==> config.mk <==
export PLATFORM = sky130hd
export DESIGN_NAME = pwm_timer_channel_flat
export DESIGN_NICKNAME = d
export VERILOG_FILES = /design/src/rtl/pwmt_pkg.sv /design/src/rtl/pwmt_if.sv /design/src/rtl/pwm_timer_channel.sv /design/src/rtl/pwmt_duty_conv.sv /design/src/flat_wrapper.sv
export SDC_FILE = /design/constraint.sdc
export NUM_CORES = 1
export LEC_CHECK = 0
export ABC_AREA = 1
export BUFFER_PORTS_ARGS = -buffer_cell sky130_fd_sc_hd__buf_2
export CORE_UTILIZATION = 39
export CTS_BUF_LIST = sky130_fd_sc_hd__clkbuf_16
export CTS_CLUSTER_SIZE = 12
export DETAILED_ROUTE_END_ITERATION = 16
export PLACE_DENSITY_LB_ADDON = 0.05
export SETUP_SLACK_MARGIN = 0.1
export SYNTH_ARGS = -nofsm -noshare
export SYNTH_HDL_FRONTEND = slang
export SYNTH_SLANG_ARGS = --single-unit
==> constraint.sdc <==
create_clock -name clk_i -period 10.4 [get_ports clk_i]
set_input_delay 1.04 -clock clk_i [delete_from_list [all_inputs] [get_ports clk_i]]
set_output_delay 1.04 -clock clk_i [all_outputs]
set_load 0.1 [all_outputs]
==> src/rtl/pwmt_pkg.sv <==
// Shared types, codes and constants of the PWM timer channel.
package pwmt_pkg;

  localparam int unsigned CounterWidthDef = 16;
  localparam int unsigned RegWidth        = 16;
  localparam int unsigned DutyWidth       = 12;
  localparam int unsigned CfgIdxWidth     = 3;

  // Pulse widths are divided by 20 with a reciprocal multiply: 52429 / 2^20.
  localparam logic [RegWidth-1:0] DutyRecip = 16'd52429;
  localparam int unsigned         DutyShift = 20;

  localparam logic [RegWidth-1:0] AutoReloadRst = 16'd65535;
  localparam logic [RegWidth-1:0] PulseMinRst   = 16'd1000;
  localparam logic [RegWidth-1:0] PulseMaxRst   = 16'd2000;

  typedef enum logic [1:0] {
    MODE_TICK  = 2'd0,
    MODE_PULSE = 2'd1,
    MODE_FORCE = 2'd2
  } mode_e;

  typedef enum logic [CfgIdxWidth-1:0] {
    REG_PRESCALER   = 3'd0,
    REG_AUTO_RELOAD = 3'd1,
    REG_PRELOAD_EN  = 3'd2,
    REG_OUTPUT_EN   = 3'd3,
    REG_COUNTER_EN  = 3'd4,
    REG_PULSE_MIN   = 3'd5,
    REG_PULSE_MAX   = 3'd6
  } cfg_reg_e;

  typedef struct packed {
    logic [RegWidth-1:0] min_us;
    logic [RegWidth-1:0] max_us;
  } pulse_limits_t;

endpackage

==> src/rtl/pwmt_if.sv <==
// Valid/ready channel interfaces for items, results and register writes.
interface pwmt_in_if;
  logic        valid;
  logic        ready;
  logic [1:0]  mode;
  logic [15:0] pulse_us;

  modport source (output valid, output mode, output pulse_us, input ready);
  modport sink   (input valid, input mode, input pulse_us, output ready);
endinterface

interface pwmt_out_if;
  logic        valid;
  logic        ready;
  logic        pwm_level;
  logic [15:0] count_value;
  logic        update_event;
  logic [15:0] compare_value;
  logic [11:0] duty_counts;

  modport source (output valid, output pwm_level, output count_value, output update_event,
                  output compare_value, output duty_counts, input ready);
  modport sink   (input valid, input pwm_level, input count_value, input update_event,
                  input compare_value, input duty_counts, output ready);
endinterface

interface pwmt_cfg_if;
  logic        valid;
  logic        ready;
  logic [2:0]  index;
  logic [15:0] data;

  modport source (output valid, output index, output data, input ready);
  modport sink   (input valid, input index, input data, output ready);
endinterface

==> src/rtl/pwm_timer_channel.sv <==
// Top level of the PWM timer channel: counters, compare registers and result register.
//
// Usage: each word on the input channel is one item: a clock tick, a pulse
// width request in microseconds, or a forced update. Every item returns
// exactly one result word with the pin level, the main count, the update
// flag, the active compare value and the last duty in counts.
// The result is valid in the cycle after acceptance. Throughput is
// one item per cycle while the receiver takes every result, set by the
// single register stage that holds the counters and the result; the pulse
// conversion is one 16 by 16 multiply in the same stage.
// When the receiver stalls, the result register holds its word and the
// input channel takes a new item only in a cycle in which that word is
// taken, so no result is lost.
// The configuration channel is always ready; registers should be written
// only while no result is pending.
// Reset clears both counters and both compare values, restores the
// register defaults and empties the result register.
module pwm_timer_channel #(
  parameter int unsigned COUNTER_WIDTH = pwmt_pkg::CounterWidthDef
) (
  input  logic              clk_i,
  input  logic              rst_ni,
  pwmt_cfg_if.sink          cfg_i,
  pwmt_in_if.sink           in_i,
  pwmt_out_if.source        out_o
);
  import pwmt_pkg::*;

  logic [RegWidth-1:0] prescaler_q, auto_reload_q, pulse_min_q, pulse_max_q;
  logic                preload_en_q, output_en_q, counter_en_q;

  logic [RegWidth-1:0]      prescale_q, prescale_d;
  logic [COUNTER_WIDTH-1:0] main_q, main_d;
  logic [RegWidth-1:0]      cmp_active_q, cmp_active_d;
  logic [RegWidth-1:0]      cmp_pending_q, cmp_pending_d;
  logic [DutyWidth-1:0]     duty_q, duty_d;
  logic                     upd_d;

  logic                     out_valid_q;
  logic                     pwm_q, upd_q;
  logic [RegWidth-1:0]      count_out_q, cmp_out_q;
  logic [DutyWidth-1:0]     duty_out_q;

  logic                     in_fire;
  logic [DutyWidth-1:0]     duty_conv;
  pulse_limits_t            limits;
  mode_e                    mode;

  assign cfg_i.ready = 1'b1;

  always_ff @(posedge clk_i or negedge rst_ni) begin
    if (!rst_ni) begin
      prescaler_q   <= '0;
      auto_reload_q <= AutoReloadRst;
      preload_en_q  <= 1'b0;
      output_en_q   <= 1'b0;
      counter_en_q  <= 1'b0;
      pulse_min_q   <= PulseMinRst;
      pulse_max_q   <= PulseMaxRst;
    end else if (cfg_i.valid) begin
      case (cfg_reg_e'(cfg_i.index))
        REG_PRESCALER:   prescaler_q   <= cfg_i.data;
        REG_AUTO_RELOAD: auto_reload_q <= cfg_i.data;
        REG_PRELOAD_EN:  preload_en_q  <= cfg_i.data[0];
        REG_OUTPUT_EN:   output_en_q   <= cfg_i.data[0];
        REG_COUNTER_EN:  counter_en_q  <= cfg_i.data[0];
        REG_PULSE_MIN:   pulse_min_q   <= cfg_i.data;
        REG_PULSE_MAX:   pulse_max_q   <= cfg_i.data;
        default: ;
      endcase
    end
  end

  assign limits.min_us = pulse_min_q;
  assign limits.max_us = pulse_max_q;

  pwmt_duty_conv u_duty_conv (
    .pulse_us_i (in_i.pulse_us),
    .limits_i   (limits),
    .duty_o     (duty_conv)
  );

  assign in_i.ready = !out_valid_q || out_o.ready;
  assign in_fire    = in_i.valid && in_i.ready;
  assign mode       = mode_e'(in_i.mode);

  always_comb begin
    prescale_d    = prescale_q;
    main_d        = main_q;
    cmp_active_d  = cmp_active_q;
    cmp_pending_d = cmp_pending_q;
    duty_d        = duty_q;
    upd_d         = 1'b0;
    case (mode)
      MODE_TICK: begin
        if (counter_en_q) begin
          if (prescale_q < prescaler_q) begin
            prescale_d = prescale_q + 1'b1;
          end else begin
            prescale_d = '0;
            if (main_q < COUNTER_WIDTH'(auto_reload_q)) begin
              main_d = main_q + 1'b1;
            end else begin
              main_d       = '0;
              cmp_active_d = cmp_pending_q;
              upd_d        = 1'b1;
            end
          end
        end
      end
      MODE_PULSE: begin
        duty_d        = duty_conv;
        cmp_pending_d = RegWidth'(duty_conv);
        if (!preload_en_q) begin
          cmp_active_d = RegWidth'(duty_conv);
        end
      end
      MODE_FORCE: begin
        prescale_d   = '0;
        main_d       = '0;
        cmp_active_d = cmp_pending_q;
        upd_d        = 1'b1;
      end
      default: ;
    endcase
  end

  always_ff @(posedge clk_i or negedge rst_ni) begin
    if (!rst_ni) begin
      prescale_q    <= '0;
      main_q        <= '0;
      cmp_active_q  <= '0;
      cmp_pending_q <= '0;
      duty_q        <= '0;
      out_valid_q   <= 1'b0;
    end else begin
      if (in_fire) begin
        prescale_q    <= prescale_d;
        main_q        <= main_d;
        cmp_active_q  <= cmp_active_d;
        cmp_pending_q <= cmp_pending_d;
        duty_q        <= duty_d;
        out_valid_q   <= 1'b1;
      end else if (out_o.ready) begin
        out_valid_q   <= 1'b0;
      end
    end
  end

  always_ff @(posedge clk_i) begin
    if (in_fire) begin
      pwm_q       <= output_en_q && (main_d < COUNTER_WIDTH'(cmp_active_d));
      count_out_q <= main_d[RegWidth-1:0];
      upd_q       <= upd_d;
      cmp_out_q   <= cmp_active_d;
      duty_out_q  <= duty_d;
    end
  end

  assign out_o.valid         = out_valid_q;
  assign out_o.pwm_level     = pwm_q;
  assign out_o.count_value   = count_out_q;
  assign out_o.update_event  = upd_q;
  assign out_o.compare_value = cmp_out_q;
  assign out_o.duty_counts   = duty_out_q;

  a_upd_zero_count: assert property (@(posedge clk_i) disable iff (!rst_ni)
    (out_valid_q && upd_q) |-> (count_out_q == '0))
    else $error("update event with nonzero count");

  a_force_result: assert property (@(posedge clk_i) disable iff (!rst_ni)
    (in_fire && (in_i.mode == MODE_FORCE)) |=> (out_valid_q && upd_q && (main_q == '0)))
    else $error("forced update did not clear the counter");

  a_pwm_below_cmp: assert property (@(posedge clk_i) disable iff (!rst_ni)
    (out_valid_q && pwm_q) |-> (count_out_q < cmp_out_q))
    else $error("pwm high at or above compare value");

  a_duty_range: assert property (@(posedge clk_i) disable iff (!rst_ni)
    out_valid_q |-> (duty_out_q <= DutyWidth'(3276)))
    else $error("duty count out of range");

  a_disabled_hold: assert property (@(posedge clk_i) disable iff (!rst_ni)
    (in_fire && (in_i.mode == MODE_TICK) && !counter_en_q) |=> (main_q == $past(main_q)))
    else $error("disabled counter advanced");

endmodule

==> src/rtl/pwmt_duty_conv.sv <==
// Clamps a pulse width request and converts it from microseconds to counts.
module pwmt_duty_conv (
  input  logic [pwmt_pkg::RegWidth-1:0]  pulse_us_i,
  input  pwmt_pkg::pulse_limits_t        limits_i,
  output logic [pwmt_pkg::DutyWidth-1:0] duty_o
);
  import pwmt_pkg::*;

  localparam int unsigned ProdWidth = 2 * RegWidth;

  logic [RegWidth-1:0]  raised;
  logic [RegWidth-1:0]  clamped;
  logic [ProdWidth-1:0] prod;

  // The maximum is applied last, so it wins when the limits cross.
  always_comb begin
    raised  = (pulse_us_i < limits_i.min_us) ? limits_i.min_us : pulse_us_i;
    clamped = (raised > limits_i.max_us) ? limits_i.max_us : raised;
    prod    = ProdWidth'(clamped) * ProdWidth'(DutyRecip);
    duty_o  = prod[DutyShift +: DutyWidth];
  end

endmodule
==> src/flat_wrapper.sv <==
// flat-port wrapper written by rule: the top's interface ports become plain ports
module pwm_timer_channel_flat import pwmt_pkg::*;
#(
  parameter int unsigned COUNTER_WIDTH = pwmt_pkg::CounterWidthDef
)
  (clk_i, rst_ni, cfg_i_valid, cfg_i_index, cfg_i_data, cfg_i_ready, in_i_valid, in_i_mode, in_i_pulse_us, in_i_ready, out_o_valid, out_o_pwm_level, out_o_count_value, out_o_update_event, out_o_compare_value, out_o_duty_counts, out_o_ready);
  pwmt_cfg_if cfg_i_i ();
  pwmt_in_if in_i_i ();
  pwmt_out_if out_o_i ();
  input  logic clk_i;
  input  logic rst_ni;
  input wire logic [$bits(cfg_i_i.valid)-1:0] cfg_i_valid;
  input wire logic [$bits(cfg_i_i.index)-1:0] cfg_i_index;
  input wire logic [$bits(cfg_i_i.data)-1:0] cfg_i_data;
  output wire logic [$bits(cfg_i_i.ready)-1:0] cfg_i_ready;
  input wire logic [$bits(in_i_i.valid)-1:0] in_i_valid;
  input wire logic [$bits(in_i_i.mode)-1:0] in_i_mode;
  input wire logic [$bits(in_i_i.pulse_us)-1:0] in_i_pulse_us;
  output wire logic [$bits(in_i_i.ready)-1:0] in_i_ready;
  output wire logic [$bits(out_o_i.valid)-1:0] out_o_valid;
  output wire logic [$bits(out_o_i.pwm_level)-1:0] out_o_pwm_level;
  output wire logic [$bits(out_o_i.count_value)-1:0] out_o_count_value;
  output wire logic [$bits(out_o_i.update_event)-1:0] out_o_update_event;
  output wire logic [$bits(out_o_i.compare_value)-1:0] out_o_compare_value;
  output wire logic [$bits(out_o_i.duty_counts)-1:0] out_o_duty_counts;
  input wire logic [$bits(out_o_i.ready)-1:0] out_o_ready;
  assign cfg_i_i.valid = cfg_i_valid;
  assign cfg_i_i.index = cfg_i_index;
  assign cfg_i_i.data = cfg_i_data;
  assign cfg_i_ready = cfg_i_i.ready;
  assign in_i_i.valid = in_i_valid;
  assign in_i_i.mode = in_i_mode;
  assign in_i_i.pulse_us = in_i_pulse_us;
  assign in_i_ready = in_i_i.ready;
  assign out_o_valid = out_o_i.valid;
  assign out_o_pwm_level = out_o_i.pwm_level;
  assign out_o_count_value = out_o_i.count_value;
  assign out_o_update_event = out_o_i.update_event;
  assign out_o_compare_value = out_o_i.compare_value;
  assign out_o_duty_counts = out_o_i.duty_counts;
  assign out_o_i.ready = out_o_ready;
  pwm_timer_channel #(.COUNTER_WIDTH(COUNTER_WIDTH)) u_core (.clk_i(clk_i), .rst_ni(rst_ni), .cfg_i(cfg_i_i), .in_i(in_i_i), .out_o(out_o_i));
endmodule
==> summary.log <==
qor: yosys.yosysTopAreaCell dfrtp_1
qor: cells_and_area.final_layout_size_suffix_gt1_frac 0.122
qor: yosys.combinational_family_with_the_most_area_after_synthesis adder cells
qor: global_routing.grt_util_all_layers 0.214
qor: floorplan.die_height 199 µm
qor: sta.fin_crit_sh 0.933
qor: place.dpl.hpwl 32200 µm
qor: yosys.postSynthCellCount 1803
qor: global_routing.grt_start_max_net_pins 91
qor: detailed_routing.antenna_violating_nets_post_route 0
qor: yosys.fraction_of_synthesized_cell_area_in_xor_and_xnor_cells 0.0128
qor: clock_tree.cts_num_sinks 186
qor: floorplan.floorplan.core_area 0.0378 mm²
qor: cells_and_area.layout.filler_cells 3931
qor: detailed_routing.detail_route.wirelength 40100 µm
qor: hold_path.hold_class register to register
qor: yosys.synth.yosys.seq_area_share 0.327
qor: yosys.synth_top_area_frac 0.186
qor: sta.tns 0 ns
qor: detailed_routing.drc 0
qor: clock_tree.ctsLongestPathBuffers 2
qor: floorplan.num_rows 71
qor: sta.fin_worst_skew 0.0126 ns
qor: yosys.flop_and_latch_count_out_of_synthesis 186
qor: sta.slew-limit-headroom 0.355
qor: clock_tree.htree_levels 4
qor: flow_run.drv_cap 0
qor: clock_tree.tritoncts yes
qor: yosys.synthFlopType dfrtp_1
qor: yosys.post_synth_and_or_nand_nor_area_fraction 0.142
qor: clock_tree.clock_insertion_delay_worst_skew 0.45 ns
qor: sta.max_clock_freq 103 MHz
qor: detailed_routing.vias_per_cell 4.87
qor: yosys.synth_area_leaders dfrtp_1, ha_1, fa_1, inv_1, edfxtp_1
qor: clock_tree.cts_clk_pin_slew_worst_paths 0.07 ns
qor: sta.final-hold-violation-count 0
qor: critical_path.slowest_stage_cell_on_the_critical_path fa_1
qor: critical_path.crit_path_max_fanout 16
qor: sta.worst_pin_slew 0.965 ns
qor: clock_tree.clockRootBuffer clkbuf_16
qor: yosys.yosys-mux-area-fraction 0
qor: floorplan.die_width 199 µm
qor: floorplan.die-area 0.0394 mm²
qor: yosys.number_of_nets_in_the_synthesized_netlist 2129
qor: sta.rsz0062_at_grt false
qor: yosys.netlist_top_cells_count inv_1, nand2_1, ha_1, o21ai_0, dfrtp_1
qor: yosys.yosysUniqueCellTypes 51
qor: detailed_routing.drt_first_iter_violations 607
qor: yosys.synth-adder-area-share 0.276
qor: yosys.postSynth.asyncResetShare 0.753
qor: floorplan.start_util 0.398
qor: critical_path.timing.critical_path.required 10.60 ns
qor: cells_and_area.fin_nets 2239
qor: yosys.synth_area_per_cell 8.35 µm²
qor: global_routing.grt_overflow 0
qor: critical_path.cpPeakStageDelay 0.55 ns
qor: yosys.synth_edf_count 46
qor: cells_and_area.diodes 0
qor: critical_path.timing.critical_path.to_type register
qor: outcome.status complete, no violations
qor: cells_and_area.finalInstanceArea 0.0170 mm²
qor: yosys.most_frequent_cell_after_synthesis inv_1
qor: yosys.synth_compound_gate_area_share 0.130
qor: floorplan.num_io_pins 91
qor: critical_path.worst_setup_path_start_kind primary input
qor: critical_path.path_common_cell inv_1
qor: cells_and_area.synthToLayoutAreaGrowth 12.7%
qor: sta.timing.hold.ws 0.471 ns
qor: detailed_routing.route.detailed.wl_per_inst 16.5 µm
qor: sta.final.min_clock_period 9.70 ns
qor: detailed_routing.drt_pass1_iterations 5
qor: place.placement.io_buffers 89
qor: global_routing.antenna_found_initial 0
qor: sta.setup-violations-final 0
qor: cells_and_area.final_core_util 0.448
qor: critical_path.setup_crit_path_kind primary input to register
qor: global_routing.vias_in_the_first_global_route 11.9k
qor: clock_tree.cts_buffers 17
qor: yosys.syn-cell-area 0.0151 mm²
qor: place.place_area 0.0162 mm²
qor: sta.timing.final.max_slew_violations 0
qor: place.routabilityCongestion 0.843
qor: global_routing.grt_pass1_wl 64300 µm
qor: yosys.ys_warn_count 0
qor: detailed_routing.dr_total_vias 11.9k
qor: critical_path.arrival_time_worst_endpoint 9.90 ns
qor: clock_tree.postCtsHoldBufs 0
-- final cells by class --
type / count / area [µm²] / area share
Clock inverter: 13 / 98.8 / 0.00582
Multi-Input combinational cell: 1168 / 8540 / 0.503
Inverter: 410 / 1540 / 0.0907
Sequential cell: 186 / 4920 / 0.290
Tap cell: 511 / 639 / 0.0377
Timing Repair Buffer: 130 / 759 / 0.0448
Clock buffer: 19 / 475 / 0.0280
-- cells in the final DEF (no fill, tap or decap), types with 5 or more instances in the layout --
cell	count
o21ai_1	30
a21o_1	6
dfrtp_1	112
clkinv_1	8
inv_2	8
a21oi_1	66
ha_1	204
buf_4	41
a211oi_1	5
edfxtp_1	46
nor2_2	8
nand3_1	49
clkbuf_16	19
buf_2	88
fa_1	80
nor2_1	64
nand2_2	12
nand3b_1	6
o21ai_2	6
xor2_1	18
nand4_1	9
o211ai_1	11
inv_1	400
nor3_1	14
o22ai_1	26
o21ai_0	155
dfstp_2	28
o21bai_1	7
nand2_1	338
-- routing by layer --
metal,up-vias,routed length [µm],part of all wire,global-route usage
li1,6031,-,-,-
met1,5653,19700,0.49,0.299
met2,148,18900,0.47,0.349
met3,27,1060,0.026,0.0278
met4,0,467,0.012,0.0499
met5,-,0,0,0
-- worst paths after layout --
kind,start,end,slack [ns],cells past startpoint
max,in_i_pulse_us[9],u_core.out_o.pwm_level$_DFFE_PP_,0.70,54
min,u_core.cmp_active_q[13]$_DFFE_PN0P_,u_core.cmp_active_q[13]$_DFFE_PN0P_,0.47,2
max reg2reg,u_core.pulse_min_q[9]$_DFFE_PN1P_,u_core.out_o.pwm_level$_DFFE_PP_,0.81,54
min reg2reg,u_core.cmp_active_q[13]$_DFFE_PN0P_,u_core.cmp_active_q[13]$_DFFE_PN0P_,0.47,2
max in group asynchronous,rst_ni,u_core.main_q[11]$_DFFE_PN0P_,8.49,2
min in group asynchronous,rst_ni,u_core.cmp_active_q[14]$_DFFE_PN0P_,0.68,1
-- stage by stage --
stage	std cells	setup slack, ns
after global placement	2396	-0.165
after detailed placement	2396	-0.280
after CTS	2428	0.162
after floorplan	1803	0.364
final	2437	0.696
after global routing	2437	0.0781
-- critical path: cells and delay by family --
family                     cells  cell delay, ns
AOI/OAI and AO/OA             16            1.81
xor gates and xnor gates       1            0.15
adders and majority gates     10            4.14
buffers and inverters         10            0.76
and+or+nand+nor               17            1.96
-- cell families (layout without fill, tap and decap cells) --
logic type                 after synthesis  after routing
adders and majority gates              284            284
xor gates and xnor gates                22             22
DFF                                    186            186
AOI/OAI and AO/OA                      347            347
other                                    1              1
buffers and inverters                  449            572
and+or+nand+nor                        514            514
-- state kept, by name (all words and copies together) (netlist names) --
| name | cells |
|---|---|
| u_core.duty_q | 12 |
| u_core.cmp_active_q | 16 |
| u_core.counter_en_q | 1 |
| u_core.cmp_pending_q | 12 |
| u_core.auto_reload_q | 16 |
| u_core.out_o.update_event | 1 |
| u_core.output_en_q | 1 |
| u_core.out_o.pwm_level | 1 |
| u_core.prescale_q | 16 |
| u_core.out_o.duty_counts | 12 |
| u_core.pulse_min_q | 16 |
| u_core.out_o.compare_value | 16 |
| u_core.pulse_max_q | 16 |
| u_core.prescaler_q | 16 |
| u_core.preload_en_q | 1 |
| u_core.out_o.valid | 1 |
| u_core.main_q | 16 |
| u_core.out_o.count_value | 16 |
-- repair_timing --
action                                  CTS  global route
endpoints found under the setup margin    0             1
resized for setup                         0            38
endpoints found under the hold margin     0             0
setup buffers                             0             9
Power is not shown: default switching activity piles up to over one toggle a cycle in this logic, so the estimate is an artifact.
